===== src/rtl/core/gces_pkg.sv =====
// ----------------------------------------------------------------------------
// gces_pkg
// Shared widths, command type and the triangular number table of the
// Gray code edge subset enumerator.
// ----------------------------------------------------------------------------
package gces_pkg;

  localparam int VC_W  = 4;   // vertex count and vertex query width
  localparam int IDX_W = 7;   // edge index, edge count and popcount width
  localparam int CNT_W = 64;  // subset ordinal width

  typedef struct packed {
    logic capture;  // latch the request payload
    logic step;     // run one advance step on the walk state
    logic load;     // load the result register
  } gces_cmd_t;

  // n(n-1)/2 for a 4-bit n: the edge count of n vertices and also the
  // index of the first edge in triangular row n.
  function automatic logic [IDX_W-1:0] tri_base(input logic [VC_W-1:0] n);
    logic [IDX_W-1:0] t;
    unique case (n)
      4'd0:    t = 7'd0;
      4'd1:    t = 7'd0;
      4'd2:    t = 7'd1;
      4'd3:    t = 7'd3;
      4'd4:    t = 7'd6;
      4'd5:    t = 7'd10;
      4'd6:    t = 7'd15;
      4'd7:    t = 7'd21;
      4'd8:    t = 7'd28;
      4'd9:    t = 7'd36;
      4'd10:   t = 7'd45;
      4'd11:   t = 7'd55;
      4'd12:   t = 7'd66;
      4'd13:   t = 7'd78;
      4'd14:   t = 7'd91;
      4'd15:   t = 7'd105;
      default: t = 7'd0;
    endcase
    return t;
  endfunction

endpackage


===== src/rtl/core/gces_if.sv =====
// ----------------------------------------------------------------------------
// gces_if
// Channel interfaces of the enumerator: request, result and configuration.
// ----------------------------------------------------------------------------
interface gces_req_if;
  logic                       valid;
  logic                       ready;
  logic                       func;
  logic [gces_pkg::VC_W-1:0]  query_row;
  logic [gces_pkg::VC_W-1:0]  query_col;

  modport source (output valid, output func, output query_row, output query_col,
                  input ready);
  modport sink   (input valid, input func, input query_row, input query_col,
                  output ready);
endinterface

interface gces_rsp_if #(parameter int EDGE_BITS = 64);
  logic                        valid;
  logic                        ready;
  logic                        advanced;
  logic [gces_pkg::IDX_W-1:0]  flip_index;
  logic [EDGE_BITS-1:0]        edge_bits;
  logic [gces_pkg::IDX_W-1:0]  edge_total;
  logic [gces_pkg::CNT_W-1:0]  subset_number;
  logic                        adjacent;

  modport source (output valid, output advanced, output flip_index, output edge_bits,
                  output edge_total, output subset_number, output adjacent,
                  input ready);
  modport sink   (input valid, input advanced, input flip_index, input edge_bits,
                  input edge_total, input subset_number, input adjacent,
                  output ready);
endinterface

interface gces_cfg_if;
  logic                       valid;
  logic                       ready;
  logic [gces_pkg::VC_W-1:0]  vertex_count;

  modport source (output valid, output vertex_count, input ready);
  modport sink   (input valid, input vertex_count, output ready);
endinterface


===== src/rtl/core/gces_ctrl.sv =====
// ----------------------------------------------------------------------------
// gces_ctrl
// Sequencer of the enumerator: accepts a request, runs the step cycle, then
// the report cycle that loads the result register.
// ----------------------------------------------------------------------------
module gces_ctrl (
  input  logic                clk,
  input  logic                rst,
  input  logic                req_valid,
  output logic                req_ready,
  output logic                rsp_valid,
  input  logic                rsp_ready,
  output gces_pkg::gces_cmd_t cmd
);

  localparam logic [1:0] ST_IDLE   = 2'd0;
  localparam logic [1:0] ST_STEP   = 2'd1;
  localparam logic [1:0] ST_REPORT = 2'd2;

  logic [1:0] state;
  logic [1:0] state_next;
  logic       rsp_valid_next;
  logic       load_ok;
  logic       accept;

  // The result register is free when empty or when its content is taken now.
  assign load_ok   = (state == ST_REPORT) && (!rsp_valid || rsp_ready);
  assign req_ready = (state == ST_IDLE) || load_ok;
  assign accept    = req_valid && req_ready;

  assign cmd.capture = accept;
  assign cmd.step    = (state == ST_STEP);
  assign cmd.load    = load_ok;

  always_comb begin
    state_next = state;
    unique case (state)
      ST_IDLE: begin
        if (accept) state_next = ST_STEP;
      end
      ST_STEP: begin
        state_next = ST_REPORT;
      end
      ST_REPORT: begin
        if (load_ok) state_next = accept ? ST_STEP : ST_IDLE;
      end
      default: begin
        state_next = ST_IDLE;
      end
    endcase
  end

  always_comb begin
    if (load_ok) begin
      rsp_valid_next = 1'b1;
    end else if (rsp_ready) begin
      rsp_valid_next = 1'b0;
    end else begin
      rsp_valid_next = rsp_valid;
    end
  end

  always_ff @(posedge clk) begin
    if (rst) begin
      state     <= ST_IDLE;
      rsp_valid <= 1'b0;
    end else begin
      state     <= state_next;
      rsp_valid <= rsp_valid_next;
    end
  end

endmodule


===== src/rtl/core/gces_datapath.sv =====
// ----------------------------------------------------------------------------
// gces_datapath
// Walk state, Gray code step logic and the result register with popcount
// and adjacency lookup.
// ----------------------------------------------------------------------------
module gces_datapath #(
  parameter int EDGE_BITS = 64
) (
  input  logic                        clk,
  input  logic                        rst,
  input  logic                        cfg_we,
  input  logic [gces_pkg::VC_W-1:0]   cfg_vertex_count,
  input  logic                        req_func,
  input  logic [gces_pkg::VC_W-1:0]   req_query_row,
  input  logic [gces_pkg::VC_W-1:0]   req_query_col,
  input  gces_pkg::gces_cmd_t         cmd,
  output logic                        advanced,
  output logic [gces_pkg::IDX_W-1:0]  flip_index,
  output logic [EDGE_BITS-1:0]        edge_bits,
  output logic [gces_pkg::IDX_W-1:0]  edge_total,
  output logic [gces_pkg::CNT_W-1:0]  subset_number,
  output logic                        adjacent
);

  localparam int IW = gces_pkg::IDX_W;
  localparam logic [IW-1:0] EDGE_LIMIT = IW'(EDGE_BITS);

  // Walk state and configuration
  logic [gces_pkg::VC_W-1:0]  vertex_count;
  logic [IW-1:0]              edge_count;
  logic [EDGE_BITS-1:0]       edge_vector;
  logic                       parity_bit;
  logic [IW-1:0]              last_flip;
  logic [gces_pkg::CNT_W-1:0] subset_counter;
  logic                       step_adv;

  // Latched request
  logic                       func_q;
  logic [gces_pkg::VC_W-1:0]  row_q;
  logic [gces_pkg::VC_W-1:0]  col_q;

  logic [IW-1:0]              edge_count_next;
  logic [EDGE_BITS-1:0]       mask;
  logic [EDGE_BITS-1:0]       masked;
  logic [IW-1:0]              low_idx;
  logic                       do_step;
  logic                       parity_next;
  logic [IW-1:0]              flip_sel;
  logic                       flip_ok;
  logic [EDGE_BITS-1:0]       flip_vec;
  logic [IW-1:0]              pop;
  logic                       adj;

  always_comb begin
    edge_count_next = gces_pkg::tri_base(cfg_vertex_count);
    if (edge_count_next > EDGE_LIMIT) edge_count_next = EDGE_LIMIT;
  end

  always_comb begin
    for (int i = 0; i < EDGE_BITS; i++) begin
      mask[i] = (IW'(i) < edge_count);
    end
    masked = edge_vector & mask;
  end

  // Lowest set edge; the edge count when none is set.
  always_comb begin
    low_idx = edge_count;
    for (int i = EDGE_BITS - 1; i >= 0; i--) begin
      if (masked[i]) low_idx = IW'(i);
    end
  end

  always_comb begin
    do_step     = cmd.step && !func_q && (last_flip < edge_count);
    parity_next = ~parity_bit;
    flip_sel    = parity_next ? '0 : low_idx + IW'(1);
    flip_ok     = flip_sel < edge_count;
    for (int i = 0; i < EDGE_BITS; i++) begin
      flip_vec[i] = flip_ok && (flip_sel == IW'(i));
    end
  end

  always_ff @(posedge clk) begin
    if (rst) begin
      vertex_count   <= gces_pkg::VC_W'(1);
      edge_count     <= '0;
      edge_vector    <= '0;
      parity_bit     <= 1'b0;
      last_flip      <= '0;
      subset_counter <= gces_pkg::CNT_W'(1);
      step_adv       <= 1'b0;
    end else begin
      if (cfg_we) begin
        vertex_count <= cfg_vertex_count;
        edge_count   <= edge_count_next;
      end
      if (cmd.step) step_adv <= do_step && flip_ok;
      if (do_step) begin
        parity_bit  <= parity_next;
        last_flip   <= flip_sel;
        edge_vector <= edge_vector ^ flip_vec;
        if (flip_ok) subset_counter <= subset_counter + gces_pkg::CNT_W'(1);
      end
    end
  end

  always_ff @(posedge clk) begin
    if (cmd.capture) begin
      func_q <= req_func;
      row_q  <= req_query_row;
      col_q  <= req_query_col;
    end
  end

  always_comb begin
    pop = '0;
    for (int i = 0; i < EDGE_BITS; i++) begin
      pop = pop + IW'(masked[i]);
    end
  end

  // Symmetric lookup: edge between hi and lo sits at hi(hi-1)/2 + lo.
  always_comb begin
    logic [gces_pkg::VC_W-1:0] hi;
    logic [gces_pkg::VC_W-1:0] lo;
    logic [IW-1:0]             k;
    hi  = (row_q > col_q) ? row_q : col_q;
    lo  = (row_q > col_q) ? col_q : row_q;
    k   = gces_pkg::tri_base(hi) + IW'(lo);
    adj = 1'b0;
    if ((row_q != col_q) && (row_q < vertex_count) && (col_q < vertex_count)
        && (k < edge_count)) begin
      for (int i = 0; i < EDGE_BITS; i++) begin
        if (k == IW'(i)) adj = masked[i];
      end
    end
  end

  always_ff @(posedge clk) begin
    if (cmd.load) begin
      advanced      <= step_adv;
      flip_index    <= last_flip;
      edge_bits     <= masked;
      edge_total    <= pop;
      subset_number <= subset_counter;
      adjacent      <= adj;
    end
  end

endmodule


===== src/rtl/core/gray_code_edge_subset_enumerator.sv =====
// Gray code edge subset enumerator. Each request either advances the walk
// over all edge subsets of a graph on vertex_count vertices by one Gray code
// step (func 0) or only reports the current subset (func 1); either way one
// result follows, carrying the subset, its edge count, its ordinal, the last
// flipped index and the adjacency bit for the queried row and column. A
// request passes through the step stage (priority encode over the edge
// vector) and then the report stage (popcount and adjacency lookup into the
// result register); the next request is taken in the report state once the
// result register is free, so a new request overlaps the report of the last.
// Configuration writes are always ready and take effect at once.

// ----------------------------------------------------------------------------
// gray_code_edge_subset_enumerator
// Top level: joins the sequencer and the datapath to the channels.
// ----------------------------------------------------------------------------
module gray_code_edge_subset_enumerator #(
  parameter int EDGE_BITS = 64
) (
  input  logic        clk,
  input  logic        rst,
  gces_req_if.sink    req,
  gces_rsp_if.source  rsp,
  gces_cfg_if.sink    cfg
);

  gces_pkg::gces_cmd_t cmd;
  logic                req_ready;
  logic                rsp_valid;

  assign cfg.ready = 1'b1;
  assign req.ready = req_ready;
  assign rsp.valid = rsp_valid;

  gces_ctrl u_ctrl (
    .clk       (clk),
    .rst       (rst),
    .req_valid (req.valid),
    .req_ready (req_ready),
    .rsp_valid (rsp_valid),
    .rsp_ready (rsp.ready),
    .cmd       (cmd)
  );

  gces_datapath #(
    .EDGE_BITS (EDGE_BITS)
  ) u_datapath (
    .clk              (clk),
    .rst              (rst),
    .cfg_we           (cfg.valid),
    .cfg_vertex_count (cfg.vertex_count),
    .req_func         (req.func),
    .req_query_row    (req.query_row),
    .req_query_col    (req.query_col),
    .cmd              (cmd),
    .advanced         (rsp.advanced),
    .flip_index       (rsp.flip_index),
    .edge_bits        (rsp.edge_bits),
    .edge_total       (rsp.edge_total),
    .subset_number    (rsp.subset_number),
    .adjacent         (rsp.adjacent)
  );

endmodule


===== src/flat_wrapper.sv =====
// flat-port wrapper written by rule: the top's interface ports become plain ports
module gray_code_edge_subset_enumerator_flat 
#(
  parameter int EDGE_BITS = 64
)
  (clk, rst, req_valid, req_func, req_query_row, req_query_col, req_ready, rsp_valid, rsp_advanced, rsp_flip_index, rsp_edge_bits, rsp_edge_total, rsp_subset_number, rsp_adjacent, rsp_ready, cfg_valid, cfg_vertex_count, cfg_ready);
  gces_req_if req_i ();
  gces_rsp_if #(.EDGE_BITS(EDGE_BITS)) rsp_i ();
  gces_cfg_if cfg_i ();
  input  logic clk;
  input  logic rst;
  input wire logic [$bits(req_i.valid)-1:0] req_valid;
  input wire logic [$bits(req_i.func)-1:0] req_func;
  input wire logic [$bits(req_i.query_row)-1:0] req_query_row;
  input wire logic [$bits(req_i.query_col)-1:0] req_query_col;
  output wire logic [$bits(req_i.ready)-1:0] req_ready;
  output wire logic [$bits(rsp_i.valid)-1:0] rsp_valid;
  output wire logic [$bits(rsp_i.advanced)-1:0] rsp_advanced;
  output wire logic [$bits(rsp_i.flip_index)-1:0] rsp_flip_index;
  output wire logic [$bits(rsp_i.edge_bits)-1:0] rsp_edge_bits;
  output wire logic [$bits(rsp_i.edge_total)-1:0] rsp_edge_total;
  output wire logic [$bits(rsp_i.subset_number)-1:0] rsp_subset_number;
  output wire logic [$bits(rsp_i.adjacent)-1:0] rsp_adjacent;
  input wire logic [$bits(rsp_i.ready)-1:0] rsp_ready;
  input wire logic [$bits(cfg_i.valid)-1:0] cfg_valid;
  input wire logic [$bits(cfg_i.vertex_count)-1:0] cfg_vertex_count;
  output wire logic [$bits(cfg_i.ready)-1:0] cfg_ready;
  assign req_i.valid = req_valid;
  assign req_i.func = req_func;
  assign req_i.query_row = req_query_row;
  assign req_i.query_col = req_query_col;
  assign req_ready = req_i.ready;
  assign rsp_valid = rsp_i.valid;
  assign rsp_advanced = rsp_i.advanced;
  assign rsp_flip_index = rsp_i.flip_index;
  assign rsp_edge_bits = rsp_i.edge_bits;
  assign rsp_edge_total = rsp_i.edge_total;
  assign rsp_subset_number = rsp_i.subset_number;
  assign rsp_adjacent = rsp_i.adjacent;
  assign rsp_i.ready = rsp_ready;
  assign cfg_i.valid = cfg_valid;
  assign cfg_i.vertex_count = cfg_vertex_count;
  assign cfg_ready = cfg_i.ready;
  gray_code_edge_subset_enumerator #(.EDGE_BITS(EDGE_BITS)) u_core (.clk(clk), .rst(rst), .req(req_i), .rsp(rsp_i), .cfg(cfg_i));
endmodule

===== config.mk =====
export PLATFORM = sky130hd
export DESIGN_NAME = gray_code_edge_subset_enumerator_flat
export DESIGN_NICKNAME = d
export VERILOG_FILES = /design/src/rtl/core/gces_pkg.sv /design/src/rtl/core/gces_if.sv /design/src/rtl/core/gces_ctrl.sv /design/src/rtl/core/gces_datapath.sv /design/src/rtl/core/gray_code_edge_subset_enumerator.sv /design/src/flat_wrapper.sv
export SDC_FILE = /design/constraint.sdc
export NUM_CORES = 1
export LEC_CHECK = 0
export ABC_AREA = 1
export CORE_UTILIZATION = 40
export DETAILED_ROUTE_END_ITERATION = 6
export DONT_BUFFER_PORTS = 1
export GPL_ROUTABILITY_DRIVEN = 0
export PLACE_DENSITY_LB_ADDON = 0.15
export SYNTH_ARGS = -nofsm -noshare
export SYNTH_HDL_FRONTEND = slang
export SYNTH_SLANG_ARGS = --single-unit

===== constraint.sdc =====
create_clock -name clk -period 15.4 [get_ports clk]
set_input_delay 2.31 -clock clk [delete_from_list [all_inputs] [get_ports clk]]
set_output_delay 2.31 -clock clk [all_outputs]
set_load 0.02 [all_outputs]

==> flow_metrics.py, run 1 <==
metrics = {
    "die": {
        "dieWidth_um": 216,
        "row_count": 77,
        "ios": 165,
        "dieArea_sq_um": 46500,
        "dieHeight_um": 216,
        "core-area_sq_um": 44600,
        "start_util": 0.409,
    },
    "synthesis": {
        "synth_area_sq_um": 18300,
        "synth.avg_cell_area_sq_um": 8.04,
        "yosysUniqueCellTypes": 54,
        "synth_edf_count": 153,
        "yosys_warnings": 0,
        "synth_ff_type": "edfxtp_1",
        "syn_inst": 2273,
        "synth_seq_cells": 304,
        "yosysSeqAreaShare": 0.417,
        "async_reset_ff_frac": 0,
        "synth_nets": 2405,
    },
    "critical_path": {
        "cp_num_buf_inv": 10,
        "critical-path-max-stage-delay_ns": 0.68,
        "crit_family": "simple AND/OR/NAND/NOR gates",
        "crit_fanout": 66,
        "crit_top_cell": "nand2_1",
        "path_class": "reg -> reg",
        "cp-start-kind": "register",
        "rrSetupSlack_ns": 6.05,
        "crit_slowest_cell": "a2111oi_4",
        "worstPathArrival_ns": 9.82,
        "required_ns": 15.87,
        "endpoint_kind": "register",
    },
    "layout": {
        "fillers": 4486,
        "final_nets": 2407,
        "drive_gt1_frac": 0.0656,
        "syn2layout_area_growth_pct": 9.27,
        "finish.utilization": 0.447,
        "antenna_cells": 0,
    },
    "route": {
        "drt_iter0_markers": 1448,
        "antenna_left": 0,
        "routed_wirelength_mm": 57.8,
        "wl_per_cell_um": 20.0,
        "via_count": 15500,
        "drt-pass1-iter-count": 6,
        "drcViolationCount": 0,
        "vias_per_cell": 5.36,
    },
    "clock_tree": {
        "cts_setup_buffers": 0,
        "cts_buffers": 34,
        "cts.sinks": 304,
        "cts_tree": "done",
        "root_buffer": "clkbuf_16",
        "clkTransAtPathRegs_ns": 0.07,
        "cts_hold_buf": 0,
        "clockBufferDepth": 3,
        "cts-resized-gates": 0,
        "htree_levels": 2,
        "clk_latency_ns": 0.57,
    },
    "timing": {
        "hold_viol": 0,
        "post-route-min-period_ns": 9.35,
        "max_freq_mhz": 107,
        "period_share": 0.607,
        "final_max_slew_viol_count": 0,
        "skew_ns": 0.0374,
        "fin_setup_tns_ns": 0,
        "rsz0062_at_grt": "false",
        "fin_ws_ns": 6.05,
        "setup_violations": 0,
        "worst_slew_pin_slew_ns": 1.22,
        "relSlewSlack": 0.182,
    },
    "power": {
        "fin_total_pwr_mw": 1.95,
        "powerDensity_nw_per_um2": 97.8,
        "leakage_nw": 8.28,
        "irDropWorstVdd_uv": 82.2,
    },
    "run": {
        "maxCapViolCount": 0,
    },
    "run_status": {
        "outcome": "finished clean",
    },
    "placement": {
        "dpl.hpwl_mm": 45.6,
        "pre_cts_ws_ns": 6.19,
        "numPortBuffers": 0,
    },
    "grt": {
        "grt_overflow": 0,
        "antenna_found_initial": 0,
        "grt_max_degree": 84,
        "grt_pass1_wl_mm": 87.9,
        "first_global_vias": 14800,
        "groute.usage.overall": 0.248,
    },
    "worst_hold_path": {
        "hold_class": "reg -> reg",
    },
}
synthesized netlist by cell type (2+ instances only):
master | instances | area (sq um)
inv_4 | 3 | 18.8
nor3_1 | 55 | 275
nor4_1 | 42 | 263
buf_6 | 6 | 67.6
a21boi_0 | 2 | 15.0
nand3_4 | 5 | 87.6
a31o_2 | 5 | 43.8
nand2_8 | 2 | 40.0
xnor2_1 | 6 | 52.6
nand3_1 | 132 | 661
o21ai_0 | 46 | 230
inv_2 | 22 | 82.6
and2_1 | 2 | 12.5
nor2_1 | 280 | 1050
nor2_2 | 7 | 43.8
nand2_2 | 5 | 31.3
buf_4 | 2 | 15.0
a21oi_1 | 156 | 781
a211oi_1 | 12 | 90.1
o31ai_1 | 7 | 52.6
dfxtp_1 | 151 | 3020
edfxtp_1 | 153 | 4590
nand3_2 | 3 | 30.0
nor2_8 | 12 | 240
nand2_1 | 509 | 1910
fa_1 | 55 | 1100
nor3_2 | 2 | 20.0
nor2_4 | 6 | 67.6
o211ai_1 | 20 | 150
ha_1 | 59 | 738
xor2_1 | 58 | 508
buf_2 | 17 | 85.1
buf_1 | 6 | 22.5
clkbuf_1 | 20 | 75.1
nand2_4 | 5 | 56.3
and3_1 | 4 | 25.0
o21ai_1 | 10 | 50.1
nand4_1 | 37 | 231
inv_1 | 329 | 1230
o21bai_1 | 3 | 22.5
a31oi_1 | 4 | 25.0
routing by layer:
layer / up-vias / GRT usage / routed length (um)
met4: 0 / 0.107 / 2700
met3: 159 / 0.0486 / 5000
met1: 7210 / 0.331 / 24400
met2: 706 / 0.389 / 25700
li1: 7434 / - / -
met5: - / 0 / 0
area by class of cell:
class	count	area [sq um]	area share
multi-input combinational	1564	9050	0.454
sequential	304	7620	0.382
inverter	354	1340	0.0670
clock buffer	45	943	0.0473
tap	592	741	0.0371
clock inverter	17	141	0.00708
timing repair buffer	17	128	0.00639
worst paths after layout:
kind / start / to / depth (start not counted)
worst min register to register: u_core.u_datapath.step_adv$_SDFFE_PP0N_ / u_core.u_datapath.advanced$_DFFE_PP_ / 0
worst max register to register: u_core.u_datapath.edge_count[6]$_SDFFE_PP0P_ / u_core.u_datapath.subset_counter[5]$_SDFFE_PP0P_ / 81
worst max-delay path: u_core.u_datapath.edge_count[6]$_SDFFE_PP0P_ / u_core.u_datapath.subset_counter[5]$_SDFFE_PP0P_ / 81
worst min-delay path: u_core.u_datapath.step_adv$_SDFFE_PP0N_ / u_core.u_datapath.advanced$_DFFE_PP_ / 0
worst register-to-register path, delay by kind of cell, from the launching register on:
family / cells / cell delay (ns)
adder cells (fa/ha/maj): 2 / 0.47
buffers and inverters: 10 / 1.70
AND/OR/NAND/NOR: 68 / 5.89
flip-flops: 1 / 0.52
AO/OA/AOI/OAI: 1 / 0.68
where the power goes:
group,switching (mW),internal (mW)
sequential,0.0217,0.861
combinational,0.202,0.0704
clock,0.344,0.453
total,0.568,1.38
registers in the layout, indices dropped and copies added, names as in the netlist, 2 cells and up:
register / flops
u_core.u_datapath.edge_bits: 64
u_core.u_datapath.edge_vector: 64
u_core.u_datapath.subset_counter: 64
u_core.u_datapath.subset_number: 64
u_core.u_datapath.edge_count: 7
u_core.u_datapath.edge_total: 7
u_core.u_datapath.flip_index: 7
u_core.u_datapath.last_flip: 7
u_core.u_datapath.col_q: 4
u_core.u_datapath.row_q: 4
u_core.u_datapath.vertex_count: 4
u_core.u_ctrl.state: 2
cells by family after synthesis:
kind of cell / synth area share
flip-flops: 0.417
other: 0.000205
buffers and inverters: 0.0877
AO/OA/AOI/OAI: 0.0847
XOR/XNOR: 0.0307
AND/OR/NAND/NOR: 0.279
adder cells (fa/ha/maj): 0.101
cells in the final DEF, fill, tap and decap left out, types with 6 or more instances in the layout:
master	n
xor2_1	58
o211ai_1	20
a21oi_1	156
xnor2_1	6
nor3_1	54
nor4_1	42
nor2_2	7
nor2_4	6
nor2_1	280
nand3_1	132
buf_4	17
dfxtp_1	151
a211oi_1	12
ha_1	59
o21ai_1	10
inv_1	328
edfxtp_1	153
fa_1	55
nor2_8	12
clkbuf_16	35
o31ai_1	7
nand2_1	509
o21ai_0	46
inv_2	23
nand4_1	37
clkbuf_1	7
per-stage QoR:
step	area (sq um)	hold slack, ns	std cells
after floorplan	18300	0.409	2273
after global placement	18900	0.435	2831
after detailed placement	18900	0.430	2831
after CTS	20000	0.444	2893
after global routing	20000	0.444	2893
final	20000	0.445	2893
Note: power is estimated with default switching activity, not from simulation.
==> run 2, diff against run 1 <==
==> constraint.sdc (replaced) <==
create_clock -name clk -period 8.37 [get_ports clk]
set_input_delay 1.2555 -clock clk [delete_from_list [all_inputs] [get_ports clk]]
set_output_delay 1.2555 -clock clk [all_outputs]
set_load 0.02 [all_outputs]
==> flow_metrics.py, run 2 (same netlist as run 1, synthesis figures left out) <==
metrics = {
    "run_status": {
        "outcome": "finished clean",
    },
    "grt": {
        "antenna_found_initial": 0,
        "grt_overflow": 0,
        "groute.usage.overall": 0.249,
        "grt_pass1_wl_mm": 88.4,
        "first_global_vias": 14700,
        "grtUsageMet2": 0.390,
        "grt_max_degree": 80,
        "met1_usage": 0.343,
        "use_met3": 0.0514,
        "grt_most_used_layer": "met2",
    },
    "timing": {
        "relSlewSlack": 0.255,
        "post-route-min-period_ns": 8.00,
        "setup_violations": 0,
        "whs_ns": 0.439,
        "period_share": 0.956,
        "max_freq_mhz": 125,
        "rsz0062_at_grt": "false",
        "skew_ns": 0.0302,
        "final_max_slew_viol_count": 0,
        "fin_ws_ns": 0.371,
        "worst_slew_pin_slew_ns": 1.11,
        "fin_setup_tns_ns": 0,
        "hold_viol": 0,
    },
    "route": {
        "vias_per_cell": 5.37,
        "antenna_left": 0,
        "wl_per_cell_um": 20.0,
        "drcViolationCount": 0,
        "via_count": 15700,
        "drt-pass1-iter-count": 6,
        "routed_wirelength_mm": 58.5,
        "drt_iter0_markers": 1755,
    },
    "critical_path": {
        "crit_fanout": 13,
        "required_ns": 8.77,
        "path_class": "reg -> reg",
        "cp-start-kind": "register",
        "worstPathArrival_ns": 8.40,
        "endpoint_kind": "register",
    },
    "placement": {
        "pre_cts_ws_ns": 0.190,
        "dpl.hpwl_mm": 46.6,
        "post-place-cells": 2861,
        "numPortBuffers": 0,
    },
    "layout": {
        "final_cell_mix": "nand2_1 (507), inv_1 (328), nor2_1 (276)",
        "final_common_cell": "nand2_1",
        "antenna_cells": 0,
        "drive_gt1_frac": 0.0865,
        "final_nets": 2443,
        "instances_no_fill": 2928,
        "syn2layout_area_growth_pct": 11.7,
    },
    "power": {
        "irDropWorstVdd_uv": 142,
        "powerDensity_nw_per_um2": 181,
        "leakage_nw": 8.51,
        "fin_total_pwr_mw": 3.69,
    },
    "clock_tree": {
        "cts.sinks": 304,
        "htree_levels": 2,
        "clkTransAtPathRegs_ns": 0.07,
        "cts_tree": "done",
        "clockBufferDepth": 3,
        "root_buffer": "clkbuf_16",
        "clk_latency_ns": 0.55,
        "cts_buffers": 36,
    },
    "die": {
        "row_count": 77,
        "dieWidth_um": 216,
        "ios": 165,
        "core-area_sq_um": 44600,
        "dieArea_sq_um": 46500,
        "start_util": 0.409,
        "dieHeight_um": 216,
    },
    "worst_hold_path": {
        "hold_class": "reg -> reg",
    },
    "run": {
        "maxCapViolCount": 0,
    },
}
## run 2: cell count changes in the layout (fill, tap and decap cells not counted), sizes merged
cell      change
clkinv        -2
clkinvlp      -1
bufinv        +2
clkbuf        -1
buf          +34
inv           +3
## run 2: cell type report
cell class | count | area (sq um)
Fill cell | 4357 | 24200
Multi-Input combinational cell | 1564 | 9120
Sequential cell | 304 | 7630
Inverter | 354 | 1340
Clock buffer | 44 | 961
Tap cell | 592 | 741
Timing Repair Buffer | 51 | 420
Clock inverter | 19 | 201
## run 2: where the power goes
group	switching [mW]	internal, mW	total, mW	leakage (nW)
clock	0.635	0.916	1.55	0.564
combinational	0.375	0.145	0.520	5.29
sequential	0.0390	1.58	1.62	2.66
## run 2: metal layers
metal / vias up / wire length, um
met4: 0 / 1820
met2: 719 / 26200
met1: 7387 / 25100
li1: 7478 / -
met3: 125 / 5330
met5: - / 0
## run 2: path summary, 6_finish.rpt
| kind | cells after the start | to | slack [ns] | from |
|---|---|---|---|---|
| min reg2reg | 0 | u_core.u_datapath.advanced$_DFFE_PP_ | 0.44 | u_core.u_datapath.step_adv$_SDFFE_PP0N_ |
| max | 24 | u_core.u_datapath.edge_total[6]$_DFFE_PP_ | 0.37 | u_core.u_datapath.edge_count[6]$_SDFFE_PP0P_ |
| min | 0 | u_core.u_datapath.advanced$_DFFE_PP_ | 0.44 | u_core.u_datapath.step_adv$_SDFFE_PP0N_ |
| max reg2reg | 24 | u_core.u_datapath.edge_total[6]$_DFFE_PP_ | 0.37 | u_core.u_datapath.edge_count[6]$_SDFFE_PP0P_ |
## run 2: timing repair
| item | in CTS | in global routing |
|---|---|---|
| resized for setup | 0 | 24 |
| endpoints found under the setup margin | 0 | 133 |
| hold buffers | 0 | 0 |
| setup buffers | 0 | 4 |
## run 2: per-stage QoR
stage | util | instance area, sq um
global placement | 0.429 | 19100
CTS | 0.455 | 20300
floorplan | - | 18300
global route | 0.457 | 20400
detailed placement | 0.429 | 19100
finish | 0.457 | 20400
## run 2: worst max-delay path: stages, from the launching register on
cell,delay (ns)
dfxtp_4,0.38
inv_2,0.20
nand2_4,0.08
buf_4,0.19
nor2_2,0.29
inv_2,0.16
nor2_1,0.27
inv_1,0.25
o21ai_0,0.46
inv_1,0.26
fa_1,0.53
inv_1,0.05
fa_1,0.49
fa_1,0.45
fa_1,0.50
fa_1,0.52
fa_1,0.54
inv_1,0.05
fa_1,0.50
fa_1,0.58
inv_1,0.07
fa_1,0.47
o21ai_0,0.30
a21oi_1,0.11
o21bai_1,0.12
